<file path="src/sdip_pkg.sv">
// sdip_pkg: types, codes and constants shared by the decimal integer parser
// no dependencies; imported by every module under src

package sdip_pkg;

	localparam int VALUE_BITS_DEF = 64;
	localparam int QUEUE_DEPTH    = 4;
	localparam int QUEUE_AW       = $clog2(QUEUE_DEPTH);

	localparam logic [7:0] CH_TAB   = 8'h09;
	localparam logic [7:0] CH_CR    = 8'h0D;
	localparam logic [7:0] CH_SPACE = 8'h20;
	localparam logic [7:0] CH_PLUS  = 8'h2B;
	localparam logic [7:0] CH_MINUS = 8'h2D;
	localparam logic [7:0] CH_ZERO  = 8'h30;
	localparam logic [7:0] CH_NINE  = 8'h39;

	typedef struct packed {
		logic [7:0] char_code;
		logic       last_char;
	} char_t;

	typedef struct packed {
		logic signed [63:0] parsed_value;
		logic [1:0]         parse_status;
	} res_t;

	typedef enum logic [2:0] {
		CK_WS,
		CK_PLUS,
		CK_MINUS,
		CK_DIGIT,
		CK_STRAY
	} kind_t;

	typedef struct packed {
		kind_t      kind;
		logic [3:0] digit;
		logic       last;
	} cls_t;

	typedef enum logic [1:0] {
		PH_LEAD,
		PH_SIGN,
		PH_DIGITS,
		PH_TRAIL
	} phase_t;

	typedef enum logic [1:0] {
		ST_OK,
		ST_EMPTY,
		ST_INVALID,
		ST_OVERFLOW
	} status_t;

endpackage

</file>
<file path="src/sdip_front.sv">
// sdip_front: input stage that accepts characters and classifies them
// depends on sdip_pkg; feeds sdip_queue

module sdip_front (
	input  logic                clk,
	input  logic                arst_n,
	input  logic                valid,
	output logic                stall,
	input  sdip_pkg::char_t     data,
	input  logic                q_full,
	output logic                push,
	output sdip_pkg::cls_t      push_data
);
	import sdip_pkg::*;

	logic  valid_s1;
	cls_t  cls_s1;
	cls_t  cls_c;
	logic  [7:0] diff;

	assign diff = data.char_code - CH_ZERO;

	always_comb begin
		cls_c.digit = diff[3:0];
		cls_c.last  = data.last_char;
		if ((data.char_code >= CH_TAB && data.char_code <= CH_CR) ||
		    data.char_code == CH_SPACE) begin
			cls_c.kind = CK_WS;
		end else if (data.char_code == CH_PLUS) begin
			cls_c.kind = CK_PLUS;
		end else if (data.char_code == CH_MINUS) begin
			cls_c.kind = CK_MINUS;
		end else if (data.char_code >= CH_ZERO && data.char_code <= CH_NINE) begin
			cls_c.kind = CK_DIGIT;
		end else begin
			cls_c.kind = CK_STRAY;
		end
	end

	assign stall     = valid_s1 & q_full;
	assign push      = valid_s1 & ~q_full;
	assign push_data = cls_s1;

	always_ff @(posedge clk or negedge arst_n) begin
		if (!arst_n) begin
			valid_s1 <= 1'b0;
		end else if (!stall) begin
			valid_s1 <= valid;
		end
	end

	always_ff @(posedge clk) begin
		if (valid && !stall) begin
			cls_s1 <= cls_c;
		end
	end

endmodule

</file>
<file path="src/sdip_queue.sv">
// sdip_queue: short queue of classified characters between front and back
// depends on sdip_pkg

module sdip_queue (
	input  logic            clk,
	input  logic            arst_n,
	input  logic            push,
	input  sdip_pkg::cls_t  push_data,
	output logic            full,
	input  logic            pop,
	output logic            head_valid,
	output sdip_pkg::cls_t  head
);
	import sdip_pkg::*;

	cls_t                mem_q [QUEUE_DEPTH];
	logic [QUEUE_AW-1:0] wr_ptr_q;
	logic [QUEUE_AW-1:0] rd_ptr_q;
	logic [QUEUE_AW:0]   count_q;

	assign full       = (count_q == (QUEUE_AW+1)'(QUEUE_DEPTH));
	assign head_valid = (count_q != '0);
	assign head       = mem_q[rd_ptr_q];

	always_ff @(posedge clk or negedge arst_n) begin
		if (!arst_n) begin
			wr_ptr_q <= '0;
			rd_ptr_q <= '0;
			count_q  <= '0;
		end else begin
			if (push) begin
				wr_ptr_q <= (wr_ptr_q == QUEUE_AW'(QUEUE_DEPTH - 1)) ? '0 : wr_ptr_q + 1'b1;
			end
			if (pop) begin
				rd_ptr_q <= (rd_ptr_q == QUEUE_AW'(QUEUE_DEPTH - 1)) ? '0 : rd_ptr_q + 1'b1;
			end
			if (push && !pop) begin
				count_q <= count_q + 1'b1;
			end else if (pop && !push) begin
				count_q <= count_q - 1'b1;
			end
		end
	end

	always_ff @(posedge clk) begin
		if (push) begin
			mem_q[wr_ptr_q] <= push_data;
		end
	end

	a_no_push_full: assert property (@(posedge clk) disable iff (!arst_n)
		!(push && full && !pop))
		else $error("push into full queue");

	a_no_pop_empty: assert property (@(posedge clk) disable iff (!arst_n)
		!(pop && !head_valid))
		else $error("pop from empty queue");

	a_count_range: assert property (@(posedge clk) disable iff (!arst_n)
		count_q <= (QUEUE_AW+1)'(QUEUE_DEPTH))
		else $error("queue count out of range");

endmodule

</file>
<file path="src/sdip_back.sv">
// sdip_back: scan state machine, magnitude accumulation and result register
// depends on sdip_pkg; drains sdip_queue

module sdip_back #(
	parameter int VALUE_BITS = sdip_pkg::VALUE_BITS_DEF
) (
	input  logic            clk,
	input  logic            arst_n,
	input  logic            head_valid,
	input  sdip_pkg::cls_t  head,
	output logic            pop,
	output logic            res_valid,
	input  logic            res_stall,
	output sdip_pkg::res_t  res_data
);
	import sdip_pkg::*;

	localparam int MW = VALUE_BITS - 1;

	phase_t          phase_q, phase_n;
	logic            neg_q, neg_n;
	logic [MW-1:0]   mag_q, mag_n;
	status_t         err_q, err_n;
	status_t         status_c;
	logic [MW+3:0]   sum;
	logic            ovf;
	logic            out_free;
	logic            take;
	logic            finish;

	logic            res_valid_q;
	logic [MW-1:0]   res_mag_q;
	logic            res_neg_q;
	status_t         res_status_q;
	logic [63:0]     mag64;

	assign out_free = ~res_valid_q | ~res_stall;
	assign take     = head_valid & (~head.last | out_free);
	assign finish   = take & head.last;
	assign pop      = take;

	// multiply by ten and add the digit
	assign sum = {1'b0, mag_q, 3'b000} + {3'b000, mag_q, 1'b0} + {{MW{1'b0}}, head.digit};
	assign ovf = |sum[MW+3:MW];

	always_comb begin
		phase_n = phase_q;
		neg_n   = neg_q;
		mag_n   = mag_q;
		err_n   = err_q;
		if (err_q == ST_OK) begin
			unique case (phase_q)
				PH_LEAD: begin
					unique case (head.kind)
						CK_WS: ;
						CK_PLUS, CK_MINUS: begin
							neg_n   = (head.kind == CK_MINUS);
							phase_n = PH_SIGN;
						end
						CK_DIGIT: begin
							phase_n = PH_DIGITS;
							if (ovf) err_n = ST_OVERFLOW;
							else     mag_n = sum[MW-1:0];
						end
						default: err_n = ST_INVALID;
					endcase
				end
				PH_SIGN: begin
					if (head.kind == CK_DIGIT) begin
						phase_n = PH_DIGITS;
						if (ovf) err_n = ST_OVERFLOW;
						else     mag_n = sum[MW-1:0];
					end else begin
						err_n = ST_INVALID;
					end
				end
				PH_DIGITS: begin
					if (head.kind == CK_DIGIT) begin
						if (ovf) err_n = ST_OVERFLOW;
						else     mag_n = sum[MW-1:0];
					end else if (head.kind == CK_WS) begin
						phase_n = PH_TRAIL;
					end else begin
						err_n = ST_INVALID;
					end
				end
				PH_TRAIL: begin
					if (head.kind != CK_WS) err_n = ST_INVALID;
				end
				default: ;
			endcase
		end

		if (err_n != ST_OK)          status_c = err_n;
		else if (phase_n == PH_LEAD) status_c = ST_EMPTY;
		else if (phase_n == PH_SIGN) status_c = ST_INVALID;
		else                         status_c = ST_OK;
	end

	always_ff @(posedge clk or negedge arst_n) begin
		if (!arst_n) begin
			phase_q <= PH_LEAD;
			neg_q   <= 1'b0;
			mag_q   <= '0;
			err_q   <= ST_OK;
		end else if (finish) begin
			phase_q <= PH_LEAD;
			neg_q   <= 1'b0;
			mag_q   <= '0;
			err_q   <= ST_OK;
		end else if (take) begin
			phase_q <= phase_n;
			neg_q   <= neg_n;
			mag_q   <= mag_n;
			err_q   <= err_n;
		end
	end

	always_ff @(posedge clk or negedge arst_n) begin
		if (!arst_n) begin
			res_valid_q <= 1'b0;
		end else if (finish) begin
			res_valid_q <= 1'b1;
		end else if (!res_stall) begin
			res_valid_q <= 1'b0;
		end
	end

	always_ff @(posedge clk) begin
		if (finish) begin
			res_status_q <= status_c;
			res_neg_q    <= neg_n & (status_c == ST_OK);
			res_mag_q    <= (status_c == ST_OK) ? mag_n : '0;
		end
	end

	assign mag64                 = {{(64-MW){1'b0}}, res_mag_q};
	assign res_valid             = res_valid_q;
	assign res_data.parsed_value = res_neg_q ? -mag64 : mag64;
	assign res_data.parse_status = res_status_q;

	a_restart: assert property (@(posedge clk) disable iff (!arst_n)
		finish |=> (phase_q == PH_LEAD && err_q == ST_OK && mag_q == '0 && !neg_q))
		else $error("scan state not cleared after last character");

	a_error_sticky: assert property (@(posedge clk) disable iff (!arst_n)
		(err_q != ST_OK && !finish) |=> $stable(err_q) && $stable(mag_q))
		else $error("latched error changed before string end");

	a_trail_stays: assert property (@(posedge clk) disable iff (!arst_n)
		(phase_q == PH_TRAIL && !finish) |=> phase_q == PH_TRAIL)
		else $error("left trailing whitespace phase mid string");

	a_finish_room: assert property (@(posedge clk) disable iff (!arst_n)
		finish |-> (!res_valid_q || !res_stall))
		else $error("result overwritten while held");

endmodule

</file>
<file path="src/strict_decimal_integer_parser.sv">
// strict_decimal_integer_parser: top level of the ascii decimal to int64 parser
// depends on sdip_pkg, sdip_front, sdip_queue, sdip_back

// Takes one ASCII character per transaction on the char channel, the last one
// marked by last_char, and on that last character gives one result transaction
// with a signed 64-bit value and a status (0 ok, 1 empty, 2 invalid, 3 overflow).
// Whitespace (codes 9 to 13 and 32) around the number is skipped, one optional
// sign is allowed, the magnitude must stay within 2^(VALUE_BITS-1)-1 and the
// first error wins. Throughput is one character per cycle unless a full queue or
// a held result stalls it, set by the single multiply-by-ten-and-add step per
// character in the back end; a result is offered after its last character has
// passed the input register, the queue and the result register. A four-entry
// queue lets the input keep flowing while a result waits to be taken.

module strict_decimal_integer_parser #(
	parameter int VALUE_BITS = sdip_pkg::VALUE_BITS_DEF
) (
	input  logic            clk,
	input  logic            arst_n,
	input  logic            char_valid,
	output logic            char_stall,
	input  sdip_pkg::char_t char_data,
	output logic            res_valid,
	input  logic            res_stall,
	output sdip_pkg::res_t  res_data
);
	import sdip_pkg::*;

	logic q_full;
	logic push;
	cls_t push_data;
	logic pop;
	logic head_valid;
	cls_t head;

	sdip_front u_front (
		.clk       (clk),
		.arst_n    (arst_n),
		.valid     (char_valid),
		.stall     (char_stall),
		.data      (char_data),
		.q_full    (q_full),
		.push      (push),
		.push_data (push_data)
	);

	sdip_queue u_queue (
		.clk        (clk),
		.arst_n     (arst_n),
		.push       (push),
		.push_data  (push_data),
		.full       (q_full),
		.pop        (pop),
		.head_valid (head_valid),
		.head       (head)
	);

	sdip_back #(
		.VALUE_BITS (VALUE_BITS)
	) u_back (
		.clk        (clk),
		.arst_n     (arst_n),
		.head_valid (head_valid),
		.head       (head),
		.pop        (pop),
		.res_valid  (res_valid),
		.res_stall  (res_stall),
		.res_data   (res_data)
	);

endmodule

</file>
<file path="config.mk">
export PLATFORM = sky130hd
export DESIGN_NAME = strict_decimal_integer_parser
export DESIGN_NICKNAME = d
export VERILOG_FILES = /design/src/sdip_pkg.sv /design/src/sdip_front.sv /design/src/sdip_queue.sv /design/src/sdip_back.sv /design/src/strict_decimal_integer_parser.sv
export SDC_FILE = /design/constraint.sdc
export NUM_CORES = 1
export LEC_CHECK = 0
export BUFFER_PORTS_ARGS = -buffer_cell sky130_fd_sc_hd__buf_2
export CAP_MARGIN = 20
export CELL_PAD_IN_SITES_DETAIL_PLACEMENT = 1
export CELL_PAD_IN_SITES_GLOBAL_PLACEMENT = 1
export CORE_MARGIN = 8
export CORE_UTILIZATION = 49
export CTS_CLUSTER_DIAMETER = 80
export DETAILED_ROUTE_END_ITERATION = 7
export HOLD_SLACK_MARGIN = 0.1
export PLACE_DENSITY = 0.94
export SYNTH_ARGS = -nofsm -noshare
export SYNTH_HDL_FRONTEND = slang
export SYNTH_HIERARCHICAL = 1
export SYNTH_SLANG_ARGS = --single-unit
export TNS_END_PERCENT = 20
</file>
<file path="constraint.sdc">
create_clock -name clk -period 5.59 [get_ports clk]
set_input_delay 0.8385 -clock clk [delete_from_list [all_inputs] [get_ports clk]]
set_output_delay 0.8385 -clock clk [all_outputs]
set_load 0.005 [all_outputs]
</file>
==> results_dict.tcl <==
set metrics [dict create \
    clk_latency_ns 0.46 \
    syn-num-nets 1700 \
    cp_data_required_time_ns 5.78 \
    worst_path_dominant_cell_family "compound AO/OA/AOI/OAI gates" \
    drive_above_1_share 0.129 \
    floorplan.die_area_um2 35100 \
    worst_r2r_path_depth 18 \
    globalplace.congestion 0.917 \
    synth-adder-area-share 0.119 \
    synth_area_um2 14400 \
    fin_worst_skew_ns 0.0202 \
    grt_overflow_total 0 \
    grt_pass1_vias 13800 \
    final-max-slew-violation-count 0 \
    max-clock-path-buffers 2 \
    r2r-start "u_queue/rd_ptr_q[0]" \
    std_cell_rows 62 \
    total_routing_usage_reported_by_global_routing 0.259 \
    tightest_slew_ns 0.916 \
    synth-seq-area-share 0.356 \
    critPathArrivalTime_ns 5.64 \
    max_cap_viol_count 0 \
    ff2ff_setup_slack_ns 0.14 \
    yosys.area_share.xor_xnor 0.0756 \
    synth.distinct_cells 86 \
    die_width_um 187 \
    htree_num_levels 4 \
    viasPerCell 6.46 \
    detailroute.via_count 12800 \
    worstPathBufferInverterCount 4 \
    synth_top_family_by_area "simple AND/OR/NAND/NOR gates" \
    synth_seq_cells 183 \
    timing.setup.tns_ns 0 \
    hold_class "primary input to asynchronous set/reset pin" \
    cts.clk_slew.worst_paths_ns 0.09 \
    final.min_clock_period_ns 5.45 \
    cell_with_the_largest_stage_delay_on_the_worst_path "sky130_fd_sc_hd__mux4_2" \
    drc 0 \
    drt_pass1_iterations 5 \
    dr.first_iter.drc_count 1007 \
    timing.final.crit_share 0.975 \
    synth_flop_cell "sky130_fd_sc_hd__edfxtp_1" \
    timing.rr.end "u_back/res_mag_q[34]" \
    num-nets-final 1730 \
    synthCells 1552 \
    initial_utilization 0.499 \
    synthToLayoutAreaGrowth_pct 9.20 \
    cts_root_buf "sky130_fd_sc_hd__clkbuf_16" \
    worst_path_max_fanout 63 \
    synth-simple-area-share 0.190 \
    grt_most_used_layer "met2" \
    worst_setup_path_end_kind "flip-flop" \
    tritoncts_clock_tree "done" \
    route.final.wire_length_um 46700 \
    antenna_found_initial 0 \
    async_sr_flop_fraction 0.421 \
    io-pin-count 81 \
    finalSetupViolCount 0 \
    grt_start_max_net_pins 126 \
    grtUsageMet2 0.454 \
    grt_pass1_wl_um 74700 \
    timing.final.hold_violations 0 \
    numClockSinks 183 \
    ir_drop_uv 323 \
    yosysWarningCount 6 \
    setup_slack_ns 0.138 \
    critPathMostFrequentCell "sky130_fd_sc_hd__inv_1" \
    antenna_cells_inserted 0 \
    outcome "complete, no violations" \
    placement.setup.worst_slack_ns 0.218 \
    port_bufs 80 \
    start_kind "flip-flop" \
    synth.avg_cell_area_um2 9.26 \
    die_height_um 187 \
    final_common_cell "sky130_fd_sc_hd__nand2_1" \
    post_synth_mux_area_share 0.0294 \
    clock.fmax_mhz 183 \
    core_area_um2 28800 \
    groute.layer.met1.usage 0.307 \
    antenna_violating_nets_post_route 0 \
    drt-wirelength-per-cell_um 23.6 \
    max_slew_margin 0.389 \
    synth-edff-count 106 \
    critical_path.max_stage_delay_ns 0.52 \
    mostFrequentLayoutCells "sky130_fd_sc_hd__nand2_1, sky130_fd_sc_hd__ha_1, sky130_fd_sc_hd__a21oi_1" \
    p_per_cell_area_nw_per_um2 423 \
    gr-usage-met3 0.0453 \
    worstSetupPathType "flip-flop to flip-flop" \
    synth-compound-area-share 0.189 \
    power_leakage_nw 6.16 \
    num_cts_buffers 17 \
    final.hold.worst_slack_ns 0.344 \
    timing.critical_path.cells "mux4_2, inv_1, fa_1, inv_1, ha_1, a211oi_1, o21ai_1, o211ai_1, buf_4, a2111oi_0, o21ai_0, nand3b_1, a311oi_1, o31ai_1, nor4b_4, clkbuf_16, mux2i_1, nor2_1" \
    place_hpwl_um 32100 \
]
repair_timing:
action	CTS	global route
setup buffers	0	1
resized for setup	0	5
hold buffers	0	0
setup endpoints to repair	0	87
kinds of logic after synthesis:
kind of cell,count (synthesis)
simple gates,533
buf+inv,135
compound gates,410
mux,32
flops,183
fa+ha+maj,135
xor+xnor,124
layer usage:
layer | part of all wire | vias to the layer above | wire length (um)
li1 | - | 5770 | -
met1 | 0.41 | 6456 | 19000
met3 | 0.057 | 123 | 2650
met4 | 0.033 | 0 | 1530
met2 | 0.50 | 441 | 23500
met5 | 0 | - | 0
Yosys cell counts, types with 18 or more instances:
cell type / instances / share of area
sky130_fd_sc_hd__nand2_1: 191 / 0.050
sky130_fd_sc_hd__ha_1: 132 / 0.11
sky130_fd_sc_hd__a21oi_1: 124 / 0.043
sky130_fd_sc_hd__edfxtp_1: 106 / 0.22
sky130_fd_sc_hd__xnor2_1: 94 / 0.057
sky130_fd_sc_hd__nor2_1: 86 / 0.022
sky130_fd_sc_hd__o21ai_0: 80 / 0.028
sky130_fd_sc_hd__dfrtp_1: 77 / 0.13
sky130_fd_sc_hd__clkbuf_1: 59 / 0.015
sky130_fd_sc_hd__inv_1: 51 / 0.013
sky130_fd_sc_hd__nand2b_1: 51 / 0.022
sky130_fd_sc_hd__o211ai_1: 45 / 0.024
sky130_fd_sc_hd__nand3_1: 36 / 0.013
sky130_fd_sc_hd__or3b_2: 33 / 0.020
sky130_fd_sc_hd__xor2_1: 30 / 0.018
sky130_fd_sc_hd__nor3_1: 24 / 0.0084
sky130_fd_sc_hd__mux2i_1: 22 / 0.015
sky130_fd_sc_hd__o31ai_1: 20 / 0.010
sky130_fd_sc_hd__nand4_1: 19 / 0.0083
sky130_fd_sc_hd__o311ai_0: 18 / 0.011
sequential cells by signal, indices dropped and copies added, names as in the netlist, 2 cells and up:
register,cells
u_back/phase_q,2
u_queue/wr_ptr_q,2
u_queue/count_q,3
u_back/res_status_q,2
u_front/push_data,8
u_back/res_mag_q,63
u_queue/rd_ptr_q,2
u_back/mag_q,63
u_back/err_q,2
u_queue/mem_q,32
layout make-up:
class / instances / area, um2
multi-input cells: 1234 / 8690
flip-flops and latches: 183 / 5110
inverters: 51 / 191
clock inverters: 15 / 215
clock buffers: 17 / 425
well taps: 384 / 480
fillers: 3279 / 13100
repair buffers: 95 / 573
per-stage QoR:
| stage | power (mW) | cells | area [um2] | utilization |
|---|---|---|---|---|
| 6_report | 6.64 | 1979 | 15700 | 0.545 |
| 3_5_place_dp | 5.26 | 1944 | 15000 | 0.520 |
| 3_3_place_gp | 5.06 | 1944 | 15000 | 0.520 |
| 2_1_floorplan | 4.05 | 1552 | 14400 | - |
| 4_1_cts | 6.63 | 1976 | 15600 | 0.543 |
| 5_1_grt | 7.00 | 1979 | 15700 | 0.545 |
how the worst max path moves through the flow:
stage,start,endpoint,slack (ns),depth (start not counted)
floorplan,u_queue/rd_ptr_q[0],u_back/res_mag_q[10],0.94,17
global placement,u_queue/rd_ptr_q[1],u_back/res_mag_q[56],0.56,18
detailed placement,u_queue/rd_ptr_q[0],u_back/mag_q[0],0.22,18
CTS,u_queue/rd_ptr_q[1],u_back/mag_q[0],0.13,17
global route,u_queue/rd_ptr_q[0],u_back/mag_q[43],-0.03,17
finish,u_queue/rd_ptr_q[0],u_back/res_mag_q[34],0.14,18
where the power goes:
| group | switching, mW | internal [mW] | total (mW) | leakage, nW |
|---|---|---|---|---|
| logic | 1.80 | 1.13 | 2.93 | 3.78 |
| clock network | 0.716 | 0.634 | 1.35 | 0.309 |
| registers | 0.426 | 1.93 | 2.35 | 2.08 |
| total | 2.94 | 3.70 | 6.64 | 6.16 |
(Power assumes the default switching activity.)
